==> config.mk <==
export PLATFORM = sky130hd
export DESIGN_NAME = arpc_ctrl
export DESIGN_NICKNAME = d
export VERILOG_FILES = /design/src/hdl/arpc_pkg.sv /design/src/hdl/arpc_ctrl.sv
export SDC_FILE = /design/constraint.sdc
export NUM_CORES = 1
export LEC_CHECK = 0
export BUFFER_PORTS_ARGS = -buffer_cell sky130_fd_sc_hd__buf_2
export CORE_AREA = 2 2 39 41
export DETAILED_ROUTE_END_ITERATION = 12
export DIE_AREA = 0 0 41 43
export GPL_ROUTABILITY_DRIVEN = 0
export HOLD_SLACK_MARGIN = 0.08
export SLEW_MARGIN = 20
export SYNTH_ARGS = -nofsm -noshare
export SYNTH_HDL_FRONTEND = slang
export SYNTH_SLANG_ARGS = --single-unit
==> constraint.sdc <==
create_clock -name clk_i -period 1.6 [get_ports clk_i]
set_input_delay 0.16 -clock clk_i [delete_from_list [all_inputs] [get_ports clk_i]]
set_output_delay 0.16 -clock clk_i [all_outputs]
set_load 0.01 [all_outputs]
==> src/hdl/arpc_pkg.sv <==
// Package: shared widths, codes and control structs for the ARP cache table.
package arpc_pkg;

  localparam int unsigned ENTRIES_DEF = 128;
  localparam int unsigned OP_W        = 2;
  localparam int unsigned IP_W        = 32;
  localparam int unsigned MAC_W       = 48;
  localparam int unsigned AGE_W       = 16;

  localparam logic [AGE_W-1:0] AGE_MAX     = '1;
  localparam logic [AGE_W-1:0] TIMEOUT_RST = 16'd15;

  typedef enum logic [OP_W-1:0] {
    OP_LOOKUP = 2'd0,
    OP_INSERT = 2'd1,
    OP_TICK   = 2'd2,
    OP_NOP    = 2'd3
  } op_e;

  typedef enum logic [1:0] {
    ST_IDLE,
    ST_SCAN,
    ST_DRAIN,
    ST_FIN
  } ctrl_state_e;

  // controller -> datapath
  typedef struct packed {
    logic start;     // latch the item, rewind the scan
    logic issue;     // read the entry at the scan index, advance
    logic load_out;  // move the finished result into the output register
  } ctrl_cmd_t;

  // datapath -> controller
  typedef struct packed {
    logic last_idx;  // scan index sits on the final entry
    logic out_free;  // output register empty or being drained this cycle
  } dp_stat_t;

endpackage

==> src/hdl/arpc_ctrl.sv <==
// Controller: sequences one request through the entry scan and the result hand-off.
module arpc_ctrl (
  input  logic                 clk_i,
  input  logic                 rst_ni,
  input  logic                 req_valid_i,
  output logic                 req_ready_o,
  input  arpc_pkg::dp_stat_t   stat_i,
  output arpc_pkg::ctrl_cmd_t  cmd_o
);
  import arpc_pkg::*;

  ctrl_state_e state_q, state_d;

  // state register
  always_ff @(posedge clk_i or negedge rst_ni) begin
    if (!rst_ni) begin
      state_q <= ST_IDLE;
    end else begin
      state_q <= state_d;
    end
  end

  // next state
  always_comb begin
    state_d = state_q;
    case (state_q)
      ST_IDLE: begin
        if (req_valid_i) state_d = ST_SCAN;
      end
      ST_SCAN: begin
        if (stat_i.last_idx) state_d = ST_DRAIN;
      end
      ST_DRAIN: begin
        state_d = ST_FIN;
      end
      ST_FIN: begin
        if (stat_i.out_free) state_d = ST_IDLE;
      end
      default: begin
        state_d = ST_IDLE;
      end
    endcase
  end

  // outputs
  always_comb begin
    req_ready_o    = 1'b0;
    cmd_o          = '0;
    case (state_q)
      ST_IDLE: begin
        req_ready_o = 1'b1;
        cmd_o.start = req_valid_i;
      end
      ST_SCAN: begin
        cmd_o.issue = 1'b1;
      end
      ST_DRAIN: begin
        // last entry is evaluated in the datapath this cycle
      end
      ST_FIN: begin
        cmd_o.load_out = stat_i.out_free;
      end
      default: begin
      end
    endcase
  end

endmodule

==> results.json <==
{
  "outcome": "completed",
  "syn_nets": 26,
  "synth_common_cells": "inv_1 (5), ha_1 (4), dfrtp_1 (2)",
  "synth_most_common_cell": "inv_1",
  "synthFlopType": "dfrtp_1",
  "vias": 159,
  "ys.warnings.count": 0,
  "clockRootBuffer": "clkbuf_4",
  "dr.pass1.iters": 4,
  "die_h_um": 43,
  "yosys-top-cells-area": "dfrtp_1 (30%), ha_1 (30%), inv_1 (11%), mux2_1 (6.7%), a222oi_1 (6.0%)",
  "hold_violations": 0,
  "antenna_left": 0,
  "synth_top_area_share_pct": 29.9,
  "cts.sinks": 2,
  "drive_gt1_share_pct": 59.4,
  "area_delta_synth_final_pct": 71.6,
  "crit_fanout": 3,
  "die_area_mm2": 0.00176,
  "drt_first_iter_violations": 1,
  "worst_setup_path_end_kind": "flop",
  "cp_data_required_time_ns": 1.70,
  "rows": 14,
  "antennaDiodeCount": 0,
  "grt_pass1_vias": 146,
  "largest_reg_flops": 2,
  "layout.nets": 43,
  "hold_path_class": "input port to asynchronous set/reset pin",
  "layout.cells.non_filler": 48,
  "antenna_found_initial": 0,
  "peakVddDrop_uv": 413,
  "max-cap-violations": 0,
  "cts_tree": "built",
  "track_usage_pct": 5.02,
  "route.detailed.drc": 0,
  "synthCells": 17,
  "clk_pin_slew_worst_paths_ns": 0.03,
  "ys_seq_elements": 2,
  "max-clock-path-buffers": 2,
  "slew_headroom_pct": 74.5,
  "setup_viol": 0,
  "r2r-end": "state_q[1]",
  "reg2reg_slack_ns": 0.11,
  "h-tree-depth": 1,
  "startpoint_type": "flop",
  "max_slew.worst_pin.slew_ns": 0.382,
  "ys_types": 9,
  "detailed_place_hpwl_um": 289,
  "p_per_area_mw_per_mm2": 1820,
  "portBuffers": 8,
  "r2r-start": "state_q[0]",
  "cp.arrival_ns": 1.59,
  "avgRoutedWirePerCell_um": 7.44,
  "clock_latency_ns": 0.22,
  "criticalPathCategory": "flop to flop",
  "dp.cells": 43,
  "grt_pass1_wl_um": 510,
  "initial_utilization_pct": 12.1,
  "async_flop_share_pct": 100,
  "viasPerCell": 3.31,
  "largest_register": "state_q",
  "placed_area_um2": 243,
  "ys_seq_area_share_pct": 29.9,
  "avgSynthCellArea_um2": 9.86,
  "wirelength_um": 357,
  "design_area_um2": 288,
  "fmax_mhz": 670,
  "coreArea_mm2": 0.00138,
  "leakage_nw": 0.167,
  "yosysTopAreaCell": "dfrtp_1",
  "ios": 9,
  "numCtsBuffers": 3,
  "synth_area_um2": 168,
  "worstRegToRegCells": 3,
  "slew_violations": 0,
  "synth_edf_count": 0,
  "fin_skew_ns": 0.000511,
  "finalCritPeriodShare_pct": 93.3,
  "holdWs_ns": 0.256,
  "grt_max_degree": 5,
  "overflow": 0,
  "top_regs": "state_q: 2 flops",
  "fin_crit_ns": 1.49,
  "die_w_um": 41
}
==> metal layers <==
layer,vias up,GRT usage (%),routed length [um]
met5,-,0,0
met4,0,8.00,0
met3,0,1.57,25
met2,4,7.81,215
met1,72,3.22,117
li1,83,-,-
==> final cells by class <==
class                   instances  area [um2]
well taps                      16        20.0
inverters                       5        18.8
clock buffers                   3        22.5
multi-input cells              10         104
flip-flops and latches          2        50.0
fillers                       164        1100
repair buffers                 12        72.6
==> cell usage in the layout, fill, tap and decap left out <==
master and instances:
a222oi_1 1, and2_1 1, and2_2 1, buf_2 8, buf_4 3, clkbuf_4 3
dfrtp_1 2, dlygate4sd3_1 1, ha_1 2, ha_2 2, inv_1 4, inv_2 1
mux2_2 1, mux2i_1 1, nor2_1 1
==> power by group <==
| part | leakage (nW) | switching, mW | internal, mW |
|---|---|---|---|
| Sequential | 0.0235 | 0.0250 | 0.0805 |
| Clock | 0.0138 | 0.0279 | 0.0827 |
| Combinational | 0.129 | 0.135 | 0.173 |
==> how the worst max path moves through the flow <==
stage / from / endpoint / slack [ns]
floorplan: state_q[0] / state_q[1] / 0.02
global placement: state_q[0] / state_q[1] / 0.05
detailed placement: state_q[0] / state_q[1] / 0.03
CTS: state_q[0] / state_q[1] / 0.03
global route: state_q[1] / state_q[1] / -0.005
finish: state_q[0] / state_q[1] / 0.11
==> critical path, cell delays in order, from the launching register on <==
cell      delay (ns)
dfrtp_1         0.40
ha_2            0.20
a222oi_1        0.39
mux2_2          0.38
==> metrics by stage <==
stage               utilization, %  total power, mW  setup TNS [ns]  worst slack (ns)
floorplan                        -            0.273               0            0.0214
global placement              17.5            0.382               0            0.0517
detailed placement            17.5            0.391               0            0.0297
CTS                           19.9            0.514               0            0.0264
global route                  20.8            0.591        -0.00531          -0.00531
finish                        20.8            0.524               0             0.107
==> cells by family (layout without fill, tap and decap cells) <==
logic type	Yosys count	in the layout	synth area share [%]
fa+ha+maj	4	4	29.9
simple gates	3	3	10.4
flops	2	2	29.9
compound gates	1	1	5.97
mux	2	2	12.7
buf+inv	5	20	11.2
==> what timing repair did <==
item / CTS / global route
hold buffers: 1 / 0
endpoints found under the hold margin: 2 / 0
endpoints found under the setup margin: 0 / 2
gates resized for setup: 0 / 4
buffers inserted: 0 / 1
Note: power is estimated with default switching activity, not from simulation.
